### config.mk
export PLATFORM = sky130hd
export DESIGN_NAME = gregorian_date_add_days_unit
export DESIGN_NICKNAME = d
export VERILOG_FILES = /design/src/gdad_pkg.sv /design/src/gregorian_date_add_days_unit.sv /design/src/gdad_datapath.sv /design/src/gdad_ctrl.sv
export VERILOG_INCLUDE_DIRS = /design/src /design/src/src
export SDC_FILE = /design/constraint.sdc
export NUM_CORES = 1
export LEC_CHECK = 0
export BUFFER_PORTS_ARGS = -buffer_cell sky130_fd_sc_hd__buf_2
export CAP_MARGIN = 20
export CORE_ASPECT_RATIO = 1.75
export CORE_MARGIN = 2
export CORE_UTILIZATION = 45
export CTS_BUF_LIST = sky130_fd_sc_hd__clkbuf_8
export CTS_CLUSTER_SIZE = 20
export DETAILED_ROUTE_END_ITERATION = 10
export HOLD_SLACK_MARGIN = 0.02
export SETUP_SLACK_MARGIN = 0.05
export SLEW_MARGIN = 25
export SYNTH_ARGS = -nofsm -noshare
export SYNTH_HDL_FRONTEND = slang
export SYNTH_SLANG_ARGS = --single-unit
### constraint.sdc
create_clock -name clock -period 5.05 [get_ports clock]
set_clock_uncertainty 0.15 [all_clocks]
set_input_delay 0 -clock clock [delete_from_list [all_inputs] [get_ports clock]]
set_output_delay 0 -clock clock [all_outputs]
set_load 0.02 [all_outputs]
### src/gregorian_date_add_days_unit_assert.svh
// assertion macros for the date adder
`ifndef GREGORIAN_DATE_ADD_DAYS_UNIT_ASSERT_SVH
`define GREGORIAN_DATE_ADD_DAYS_UNIT_ASSERT_SVH

`ifndef SYNTHESIS

`define GDAD_ASSERT_IMP(lbl, clk, rst, ante, cons) \
   lbl: assert property (@(posedge clk) disable iff (rst) (ante) |-> (cons)) \
      else $error("assertion failed");

`define GDAD_ASSERT_NEXT(lbl, clk, rst, ante, cons) \
   lbl: assert property (@(posedge clk) disable iff (rst) (ante) |=> (cons)) \
      else $error("assertion failed");

`else

`define GDAD_ASSERT_IMP(lbl, clk, rst, ante, cons)

`define GDAD_ASSERT_NEXT(lbl, clk, rst, ante, cons)

`endif

`endif

### src/gdad_pkg.sv
`timescale 1ns / 1ps

package gdad_pkg;

   localparam int DAY_W   = 5;
   localparam int MONTH_W = 4;
   localparam int YEAR_W  = 15;
   localparam int DAYS_W  = 15;
   localparam int MOD_W   = 9;
   localparam int QUOT_W  = 7;
   localparam int LEN_W   = 9;

   localparam logic [YEAR_W-1:0] YEAR_MAX = 15'd32767;

   localparam logic [1:0] STATUS_OK       = 2'd0;
   localparam logic [1:0] STATUS_INVALID  = 2'd1;
   localparam logic [1:0] STATUS_OVERFLOW = 2'd2;

   localparam logic [MONTH_W-1:0] MONTH_JAN = 4'd1;
   localparam logic [MONTH_W-1:0] MONTH_FEB = 4'd2;
   localparam logic [MONTH_W-1:0] MONTH_DEC = 4'd12;

   localparam logic [DAY_W-1:0] DAY_FIRST = 5'd1;
   localparam logic [DAY_W-1:0] DAY_LAST  = 5'd31;

   // year / 400 by reciprocal, exact for 15-bit years
   localparam logic [12:0] RECIP_400   = 13'd5243;
   localparam int          RECIP_SHIFT = 21;
   localparam logic [YEAR_W-1:0] CYCLE_YEARS = 15'd400;

   localparam logic [MOD_W-1:0] MOD_LAST    = 9'd399;
   localparam logic [MOD_W-1:0] CENTURY_ONE = 9'd100;
   localparam logic [MOD_W-1:0] CENTURY_TWO = 9'd200;
   localparam logic [MOD_W-1:0] CENTURY_THR = 9'd300;

   localparam logic [LEN_W-1:0] YEAR_LEN_LEAP   = 9'd366;
   localparam logic [LEN_W-1:0] YEAR_LEN_COMMON = 9'd365;

   typedef struct packed {
      logic load;
      logic reduce;
      logic fold;
      logic check;
      logic step;
      logic out_load;
   } cmd_type;

   typedef struct packed {
      logic finished;
   } stat_type;

   function automatic logic [DAY_W-1:0] month_length(input logic [MONTH_W-1:0] month,
                                                     input logic leap);
      logic [DAY_W-1:0] len;
      case (month)
         4'd1:    len = 5'd31;
         4'd2:    len = leap ? 5'd29 : 5'd28;
         4'd3:    len = 5'd31;
         4'd4:    len = 5'd30;
         4'd5:    len = 5'd31;
         4'd6:    len = 5'd30;
         4'd7:    len = 5'd31;
         4'd8:    len = 5'd31;
         4'd9:    len = 5'd30;
         4'd10:   len = 5'd31;
         4'd11:   len = 5'd30;
         4'd12:   len = 5'd31;
         default: len = 5'd31;
      endcase
      return len;
   endfunction

endpackage

### src/gregorian_date_add_days_unit.sv
`timescale 1ns / 1ps
// date adder: moves a gregorian date forward by a count of days
// req channel: one item is a start date and a day count, taken when the unit is idle
// rsp channel: one item per request, the resulting date and a status
//    status ok, invalid start date (passed through), or year overflow (saturated)
// sequence: setup (year mod 400 by reciprocal, check), then month steps or whole-year
//    skips until the count runs out, then the load of the output register once it
//    is free
// the length of a request is set by the step loop: up to twelve months to reach
//    january, up to 89 year skips, up to eleven more months and a last partial month
// a new request is taken only after the previous result is in the output register
// the output register holds its item while rsp_tready is low; the next result
//    waits in the datapath until the register frees
// reset (synchronous) returns the controller to idle and drops rsp_tvalid;
//    no memory, nothing to clear

module gregorian_date_add_days_unit import gdad_pkg::*; (
   input  logic        clock,
   input  logic        reset,
   input  logic        req_tvalid,
   output logic        req_tready,
   input  logic [39:0] req_tdata,   // day_in, month_in, year_in, days_to_add, zero pad
   output logic        rsp_tvalid,
   input  logic        rsp_tready,
   output logic [23:0] rsp_tdata,   // day_out, month_out, year_out
   output logic [1:0]  rsp_tuser    // status
);

   cmd_type            cmd;
   stat_type           stat;
   logic [DAY_W-1:0]   day_out;
   logic [MONTH_W-1:0] month_out;
   logic [YEAR_W-1:0]  year_out;

   gdad_ctrl u_ctrl (
      .clock      (clock),
      .reset      (reset),
      .req_tvalid (req_tvalid),
      .req_tready (req_tready),
      .rsp_tvalid (rsp_tvalid),
      .rsp_tready (rsp_tready),
      .cmd        (cmd),
      .stat       (stat)
   );

   gdad_datapath u_datapath (
      .clock       (clock),
      .cmd         (cmd),
      .stat        (stat),
      .day_in      (req_tdata[4:0]),
      .month_in    (req_tdata[8:5]),
      .year_in     (req_tdata[23:9]),
      .days_to_add (req_tdata[38:24]),
      .day_out     (day_out),
      .month_out   (month_out),
      .year_out    (year_out),
      .status      (rsp_tuser)
   );

   assign rsp_tdata = {year_out, month_out, day_out};

endmodule

### src/gdad_datapath.sv
`timescale 1ns / 1ps

module gdad_datapath import gdad_pkg::*; (
   input  logic                 clock,
   input  cmd_type              cmd,
   output stat_type             stat,
   input  logic [DAY_W-1:0]     day_in,
   input  logic [MONTH_W-1:0]   month_in,
   input  logic [YEAR_W-1:0]    year_in,
   input  logic [DAYS_W-1:0]    days_to_add,
   output logic [DAY_W-1:0]     day_out,
   output logic [MONTH_W-1:0]   month_out,
   output logic [YEAR_W-1:0]    year_out,
   output logic [1:0]           status
);

   logic [DAY_W-1:0]   day_ff, day_in_w;
   logic [MONTH_W-1:0] month_ff, month_in_w;
   logic [YEAR_W-1:0]  year_ff, year_in_w;
   logic [DAYS_W-1:0]  rem_ff, rem_in;
   logic [MOD_W-1:0]   mod_ff, mod_in;
   logic [QUOT_W-1:0]  quot_ff, quot_in;
   logic [1:0]         status_ff, status_in;

   logic [DAY_W-1:0]   day_out_ff, day_out_in;
   logic [MONTH_W-1:0] month_out_ff, month_out_in;
   logic [YEAR_W-1:0]  year_out_ff, year_out_in;
   logic [1:0]         status_out_ff, status_out_in;

   logic [27:0]        recip_prod;
   logic [YEAR_W-1:0]  cycle_base;
   logic [YEAR_W-1:0]  year_diff;
   logic               leap;
   logic [DAY_W-1:0]   mlen;
   logic [LEN_W-1:0]   ylen;
   logic [DAYS_W:0]    day_sum;
   logic [DAY_W-1:0]   month_rest;
   logic [MOD_W-1:0]   mod_next;
   logic               finished;
   logic               date_ok;

   assign recip_prod = {13'd0, year_ff} * {15'd0, RECIP_400};
   assign cycle_base = {8'd0, quot_ff} * CYCLE_YEARS;
   assign year_diff  = year_ff - cycle_base;

   assign leap = (mod_ff[1:0] == 2'd0) && (mod_ff != CENTURY_ONE) &&
                 (mod_ff != CENTURY_TWO) && (mod_ff != CENTURY_THR);
   assign mlen = month_length(month_ff, leap);
   assign ylen = leap ? YEAR_LEN_LEAP : YEAR_LEN_COMMON;

   assign day_sum    = {11'd0, day_ff} + {1'b0, rem_ff};
   assign month_rest = mlen - day_ff + DAY_FIRST;
   assign mod_next   = (mod_ff == MOD_LAST) ? '0 : mod_ff + 9'd1;

   assign date_ok = (month_ff >= MONTH_JAN) && (month_ff <= MONTH_DEC) &&
                    (day_ff >= DAY_FIRST) && (day_ff <= mlen);

   assign finished      = (status_ff != STATUS_OK) || (rem_ff == '0);
   assign stat.finished = finished;

   always_comb begin
      day_in_w   = day_ff;
      month_in_w = month_ff;
      year_in_w  = year_ff;
      rem_in     = rem_ff;
      mod_in     = mod_ff;
      quot_in    = quot_ff;
      status_in  = status_ff;
      if (cmd.load) begin
         day_in_w   = day_in;
         month_in_w = month_in;
         year_in_w  = year_in;
         rem_in     = days_to_add;
         status_in  = STATUS_OK;
      end
      if (cmd.reduce) begin
         quot_in = recip_prod[27:RECIP_SHIFT];
      end
      if (cmd.fold) begin
         mod_in = year_diff[MOD_W-1:0];
      end
      if (cmd.check && !date_ok) begin
         status_in = STATUS_INVALID;
      end
      if (cmd.step && !finished) begin
         if ((month_ff == MONTH_JAN) && (day_ff == DAY_FIRST) &&
             (rem_ff >= {6'd0, ylen})) begin
            // whole year from the first of january
            if (year_ff == YEAR_MAX) begin
               status_in = STATUS_OVERFLOW;
            end else begin
               year_in_w = year_ff + 15'd1;
               mod_in    = mod_next;
               rem_in    = rem_ff - {6'd0, ylen};
            end
         end else if (day_sum <= {11'd0, mlen}) begin
            day_in_w = day_sum[DAY_W-1:0];
            rem_in   = '0;
         end else begin
            rem_in   = rem_ff - {10'd0, month_rest};
            day_in_w = DAY_FIRST;
            if (month_ff == MONTH_DEC) begin
               month_in_w = MONTH_JAN;
               if (year_ff == YEAR_MAX) begin
                  status_in = STATUS_OVERFLOW;
               end else begin
                  year_in_w = year_ff + 15'd1;
                  mod_in    = mod_next;
               end
            end else begin
               month_in_w = month_ff + 4'd1;
            end
         end
      end
   end

   always_comb begin
      day_out_in    = day_out_ff;
      month_out_in  = month_out_ff;
      year_out_in   = year_out_ff;
      status_out_in = status_out_ff;
      if (cmd.out_load) begin
         status_out_in = status_ff;
         if (status_ff == STATUS_OVERFLOW) begin
            day_out_in   = DAY_LAST;
            month_out_in = MONTH_DEC;
            year_out_in  = YEAR_MAX;
         end else begin
            day_out_in   = day_ff;
            month_out_in = month_ff;
            year_out_in  = year_ff;
         end
      end
   end

   always_ff @(posedge clock) begin
      day_ff        <= day_in_w;
      month_ff      <= month_in_w;
      year_ff       <= year_in_w;
      rem_ff        <= rem_in;
      mod_ff        <= mod_in;
      quot_ff       <= quot_in;
      status_ff     <= status_in;
      day_out_ff    <= day_out_in;
      month_out_ff  <= month_out_in;
      year_out_ff   <= year_out_in;
      status_out_ff <= status_out_in;
   end

   assign day_out   = day_out_ff;
   assign month_out = month_out_ff;
   assign year_out  = year_out_ff;
   assign status    = status_out_ff;

endmodule

### src/gdad_ctrl.sv
`timescale 1ns / 1ps
`include "gregorian_date_add_days_unit_assert.svh"

module gdad_ctrl import gdad_pkg::*; (
   input  logic     clock,
   input  logic     reset,
   input  logic     req_tvalid,
   output logic     req_tready,
   output logic     rsp_tvalid,
   input  logic     rsp_tready,
   output cmd_type  cmd,
   input  stat_type stat
);

   localparam logic [2:0] ST_IDLE   = 3'd0;
   localparam logic [2:0] ST_DIV    = 3'd1;
   localparam logic [2:0] ST_MOD    = 3'd2;
   localparam logic [2:0] ST_CHECK  = 3'd3;
   localparam logic [2:0] ST_STEP   = 3'd4;
   localparam logic [2:0] ST_FINISH = 3'd5;

   logic [2:0] state_ff, state_in;
   logic       rsp_valid_ff, rsp_valid_in;
   logic       out_free;

   assign out_free   = !rsp_valid_ff || rsp_tready;
   assign req_tready = (state_ff == ST_IDLE);
   assign rsp_tvalid = rsp_valid_ff;

   always_comb begin
      state_in = state_ff;
      cmd      = '0;
      case (state_ff)
         ST_IDLE: begin
            if (req_tvalid) begin
               cmd.load = 1'b1;
               state_in = ST_DIV;
            end
         end
         ST_DIV: begin
            cmd.reduce = 1'b1;
            state_in   = ST_MOD;
         end
         ST_MOD: begin
            cmd.fold = 1'b1;
            state_in = ST_CHECK;
         end
         ST_CHECK: begin
            cmd.check = 1'b1;
            state_in  = ST_STEP;
         end
         ST_STEP: begin
            if (stat.finished) begin
               state_in = ST_FINISH;
            end else begin
               cmd.step = 1'b1;
            end
         end
         ST_FINISH: begin
            if (out_free) begin
               cmd.out_load = 1'b1;
               state_in     = ST_IDLE;
            end
         end
         default: begin
            state_in = ST_IDLE;
         end
      endcase
   end

   always_comb begin
      rsp_valid_in = rsp_valid_ff;
      if (cmd.out_load) begin
         rsp_valid_in = 1'b1;
      end else if (rsp_tready) begin
         rsp_valid_in = 1'b0;
      end
   end

   always_ff @(posedge clock) begin
      if (reset) begin
         state_ff     <= ST_IDLE;
         rsp_valid_ff <= 1'b0;
      end else begin
         state_ff     <= state_in;
         rsp_valid_ff <= rsp_valid_in;
      end
   end

   `GDAD_ASSERT_NEXT(accept_starts_div, clock, reset, req_tvalid && req_tready, state_ff == ST_DIV)
   `GDAD_ASSERT_IMP(load_into_free_output, clock, reset, cmd.out_load, !rsp_valid_ff || rsp_tready)
   `GDAD_ASSERT_NEXT(load_shows_result, clock, reset, cmd.out_load, rsp_valid_ff)
   `GDAD_ASSERT_IMP(step_only_when_open, clock, reset, cmd.step, !stat.finished)

endmodule
## Word level (Yosys, flattened, before mapping)

Index checks and enable logic that the tools add are counted.

- Flip-flop bits (word level): 87
- Input bits: 44
- Output and inout port bits: 28
- Word-level logic and storage cells: 126

- $add $sub $neg: 9
- Multipliers: 2
- Magnitude comparators: 6
- Equality and inequality tests: 22
- Muxes and demuxes: 52
- Reduce and logical (&&, ||, !) cells: 22

Operators by type and width:

| kind | count |
|---|---|
| 2-to-1 mux 15 bit | 11 |
| 2-to-1 mux 9 bit | 7 |
| multiplier 15 x 13 -> 28 bit, second input constant | 1 |
| 2-to-1 mux 4 bit | 5 |
| 2-to-1 mux 5 bit | 4 |
| one-hot mux 3 bit (6 select lines) | 1 |
| adder 5 x 15 -> 16 bit | 1 |
| <= comparator 16 x 5 -> 1 bit | 1 |
| 2-to-1 mux 2 bit | 8 |
| adder 15 x 1 -> 15 bit, second input constant | 1 |
| equality test 15 bit, second input constant | 1 |
| greater-or-equal comparator 15 x 9 -> 1 bit | 1 |
| logical NOT 15 bit | 1 |
| subtractor 15 x 5 -> 15 bit | 1 |
| subtractor 15 x 9 -> 15 bit | 1 |
| equality test 4 bit, second input constant | 3 |
| 2-to-1 mux 1 bit | 12 |
| logical AND 1 bit | 10 |
| one-hot mux 5 bit (2 select lines) | 1 |
| adder 9 x 1 -> 9 bit, second input constant | 1 |
| equality test 9 bit, second input constant | 1 |
| 2-to-1 mux 3 bit | 3 |
| inequality test 9 x 7 -> 1 bit, second input constant | 1 |
| inequality test 9 x 8 -> 1 bit, second input constant | 1 |
| 27 further kinds | 35 |

## Logic depth before layout (Yosys ltp)

- Depth in word-level cells: 16
- Gate-level depth with buffers: 23
- Mapped depth without buffers: 22

## Modules after synthesis

Synthesis repeated with hierarchy kept, for this count alone.

- Cell total of the unflattened synthesis: 1,014
- Area total of the unflattened synthesis: 9,427.8 um^2

Modules (own cells, without submodules):

| module | instances | cells an instance | area each (um^2) | sequential area each (um^2) |
|---|---|---|---|---|
| gdad_datapath | 1 | 985 | 9,176.3 | 1,931.9 |
| gdad_ctrl | 1 | 29 | 251.5 | 80.1 |

## Least setup slack after synthesis

Ideal clock, no wire load.

- Path kind: register to register
- Start point: register u_datapath.year_ff[13]
- End point: register u_datapath.quot_ff[4], data pin
- Library setup time: 0.260 ns
- Data arrival time: 4.263 ns
- Data required time: 4.640 ns
- Path slack: 0.377 ns
- Stages on the path, launching flop included: 19
- Path buffers: 0
- Clock period less this slack: 4.673 ns
- Cell sequence: dfxtp_1 -> ha_1 -> inv_1 -> fa_1 -> inv_1 -> fa_1 -> inv_1 -> fa_1 -> inv_1 -> fa_1 -> ha_1 -> a21o_1 -> a21o_1 -> a21oi_1 -> o21ai_0 -> a22oi_1 -> a21oi_1 -> a21oi_1 -> xnor2_1

- Word-level cells in the longest chain between the ends: 1

Ends and longest elaborated chain:

| element | RTL line | text |
|---|---|---|
| start, declared | gdad_datapath.sv:19 | `logic [YEAR_W-1:0] year_ff, year_in_w;` |
| start signal, assigned | gdad_datapath.sv:139 | `year_ff <= year_in_w;` |
| multiplier 15 x 13 -> 28 bit | gdad_datapath.sv:42 | `assign recip_prod = {13'd0, year_ff} * {15'd0, RECIP_400};` |
| named net u_datapath.recip_prod[25] | gdad_datapath.sv:30 | `logic [27:0] recip_prod;` |
| end signal, assigned | gdad_datapath.sv:142 | `quot_ff <= quot_in;` |
| end, declared | gdad_datapath.sv:22 | `logic [QUOT_W-1:0] quot_ff, quot_in;` |

The timed path passes the listed nets, and every way through them passes these cells.
A chain may end at the register's enable or synchronous reset.

## Worst setup path after layout

- Start point: register u_datapath.year_ff[11]
- End point: register u_datapath.quot_ff[4], data pin

The elaborated chain is that of the path after synthesis.

==> flow_metrics.py <==
metrics = {
    "run_status": {
        "status": "complete, no violations",
    },
    "synthesis": {
        "synth_edf_count": 31,
        "synth_xor_area_share_pct": 3.55,
        "synth_fa_ha_area_share_pct": 35.4,
        "ys.flop_type": "dfxtp_1",
        "synth_area_per_cell_um2": 8.90,
        "synth_compound_area_share_pct": 13.7,
        "muxShareOfSynthArea_pct": 1.88,
        "ys_async_sr_fraction_pct": 0,
        "netlist_instances": 1027,
        "syn-cell-area_um2": 9140,
        "yosys.area_share.simple_pct": 14.5,
        "yosysUniqueCellTypes": 69,
        "ys_ff_latch": 85,
        "ys_seq_area_share_pct": 22.0,
        "synth_top_family_by_area": "adder cells",
        "syn_nets": 1286,
        "synth_warnings": 0,
    },
    "drt": {
        "via_count": 7826,
        "drt_first_iter_violations": 396,
        "route.detailed.drc": 0,
        "drt-vias-per-instance": 5.46,
        "antenna_left": 0,
        "firstDrtPassIters": 5,
        "wire_per_inst_um": 18.3,
        "wl_um": 26200,
    },
    "sta": {
        "relSlewSlack_pct": 40.2,
        "fin_crit_ns": 4.89,
        "max_freq_mhz": 204,
        "fin_ws_ns": 0.156,
        "rsz0062_at_grt": "no",
        "tns_ns": 0,
        "maxSlewViolCount": 0,
        "hold_viol_final": 0,
        "setup_viol": 0,
        "period_share_pct": 96.9,
        "worst_pin_slew_ns": 0.888,
    },
    "cts": {
        "tritoncts": "done",
        "clk_root_buffer_cell": "clkbuf_8",
        "clockBufferDepth": 2,
        "cts_sinks": 85,
        "h-tree-depth": 3,
        "numCtsBuffers": 9,
        "clk_latency_ns": 0.40,
        "path_clk_slew_ns": 0.11,
    },
    "global_route": {
        "antenna_found_initial": 0,
        "grt_pass1_wl_um": 41600,
        "first_global_vias": 8156,
        "grt_use_total_pct": 25.2,
        "overflow": 0,
        "grt_max_degree": 42,
    },
    "worst_hold_path": {
        "hold_path_class": "input pin to flip-flop",
        "min_from": "reset",
        "worstHoldEndpoint": "u_ctrl.state_ff[1]$_SDFFE_PP0P_",
        "hold_depth": 3,
    },
    "setup_path": {
        "end_kind": "flip-flop",
        "crit_chain": "ha_1 > inv_1 > fa_1 > inv_1 > fa_1 > inv_1 > fa_1 > inv_1 > fa_1 > ha_1 > a21o_1 > a21o_1 > a21oi_2 > o21ai_2 > a22oi_2 > a21oi_2 > a21oi_1 > xnor2_1",
        "rrSetupSlack_ns": 0.16,
        "crit_cells": 18,
        "cp-start-kind": "flip-flop",
        "r2r_start": "u_datapath.year_ff[11]$_DFF_P_",
        "reg2reg_depth": 18,
        "max_stage_delay_ns": 0.52,
        "critPathSlowestCell": "fa_1",
        "cp_max_fo": 4,
        "cpLargestDelayFamily": "adder cells",
        "crit_type": "flip-flop to flip-flop",
        "crit_arrival_ns": 4.88,
        "worstReg2RegEnd": "u_datapath.quot_ff[4]$_DFFE_PP_",
        "crit_path_start": "u_datapath.year_ff[11]$_DFF_P_",
        "crit_required_ns": 5.03,
        "worst-path-buf-inv": 4,
    },
    "final_layout": {
        "final_cells": 1433,
        "diodes": 0,
        "layout_commonest_cell": "inv_1",
        "drive_gt1_share_pct": 15.9,
        "synthToLayoutAreaGrowth_pct": 18.8,
        "nFillCells": 1908,
        "final_nets": 1439,
        "final_cell_mix": "inv_1, ha_1, nand2_1",
    },
    "die": {
        "dieArea_um2": 21500,
        "num_rows": 69,
        "design.portCount": 72,
        "die-height_um": 193,
        "initial_core_util_pct": 45.4,
        "die_x_um": 112,
        "core_area_um2": 20100,
    },
    "place": {
        "io_buffer_count": 70,
        "placed_cells": 1371,
        "dpl.hpwl_um": 21400,
        "place_congestion": 0.960,
        "place_ws_ns": -0.111,
    },
    "run": {
        "max_cap_violations": 0,
    },
}
metrics by stage:
stage	util [%]	area, µm²	hold slack [ns]
after CTS	53.5	10800	0.199
after detailed placement	50.4	10100	0.0749
after global placement	50.4	10100	0.0731
after floorplan	-	9140	-0.0809
after global routing	54.0	10900	0.235
final	54.0	10900	0.206
repair_timing:
action | in CTS | in global routing
gates resized for setup | 4 | 25
endpoints found under the hold margin | 43 | 0
pin swaps | 1 | 12
setup endpoints to repair | 4 | 6
setup buffers | 0 | 3
hold buffers | 43 | 0
worst max-delay path by stage:
| stage | endpoint | slack, ns |
|---|---|---|
| after CTS | u_datapath.quot_ff[2]$_DFFE_PP_ | 0.08 |
| final | u_datapath.quot_ff[4]$_DFFE_PP_ | 0.16 |
| after detailed placement | u_datapath.quot_ff[4]$_DFFE_PP_ | -0.11 |
| after floorplan | u_datapath.quot_ff[4]$_DFFE_PP_ | 0.38 |
| after global routing | u_datapath.quot_ff[2]$_DFFE_PP_ | 0.02 |
| after global placement | u_datapath.quot_ff[4]$_DFFE_PP_ | -0.07 |
worst reg2reg max path, delay by kind of cell (launching register included):
kind	cells	cell delay (ns)
AOI/OAI and AO/OA	7	1.22
xor gates and xnor gates	1	0.08
adders and majority gates	6	2.58
buffers and inverters	4	0.24
DFF	1	0.36
cell usage after synthesis, drive strengths merged (15+ instances only):
library cell / count / area (µm²)
a21oi: 49 / 245
clkbuf: 26 / 97.6
dfxtp: 54 / 1080
edfxtp: 31 / 931
fa: 73 / 1460
ha: 142 / 1780
inv: 177 / 664
mux2i: 16 / 160
nand2: 90 / 340
nand3: 20 / 100
nand4: 15 / 93.8
nor2: 68 / 263
o21ai: 39 / 195
xnor2: 26 / 228
sequential cells by signal (all words and copies together) (netlist names):
register              cells
u_ctrl.state_ff           3
u_datapath.year_ff       15
u_datapath.day_ff         5
u_datapath.quot_ff        5
u_datapath.status         2
u_datapath.day_out        5
u_ctrl.rsp_tvalid         1
u_datapath.status_ff      2
u_datapath.month_out      4
u_datapath.year_out      15
u_datapath.rem_ff        15
u_datapath.month_ff       4
u_datapath.mod_ff         9
area by class of cell:
cell class,instances,area (µm²),area share [%]
multi-input combinational,729,6400,58.9
sequential,85,2030,18.7
timing repair buffer,178,1290,11.9
inverter,177,664,6.12
tap,248,310,2.86
clock buffer,10,138,1.27
clock inverter,6,26.3,0.242
cell families (layout without fill, tap and decap cells):
group / Yosys count / in the layout
and+or+nand+nor: 271 / 271
buffers and inverters: 213 / 371
adders and majority gates: 215 / 215
AOI/OAI and AO/OA: 189 / 189
muxes: 17 / 17
DFF: 85 / 85
xor gates and xnor gates: 37 / 37
routing by layer:
| layer | global-route usage [%] | routed length [µm] | vias to the layer above |
|---|---|---|---|
| met5 | 0 | 0 | - |
| met4 | 15.6 | 1640 | 0 |
| met3 | 2.26 | 688 | 76 |
| met2 | 49.5 | 14700 | 179 |
| met1 | 25.0 | 9230 | 3776 |
| li1 | - | - | 3795 |
Power is not shown: default switching activity piles up to over one toggle a cycle in this logic, so the estimate is an artifact.
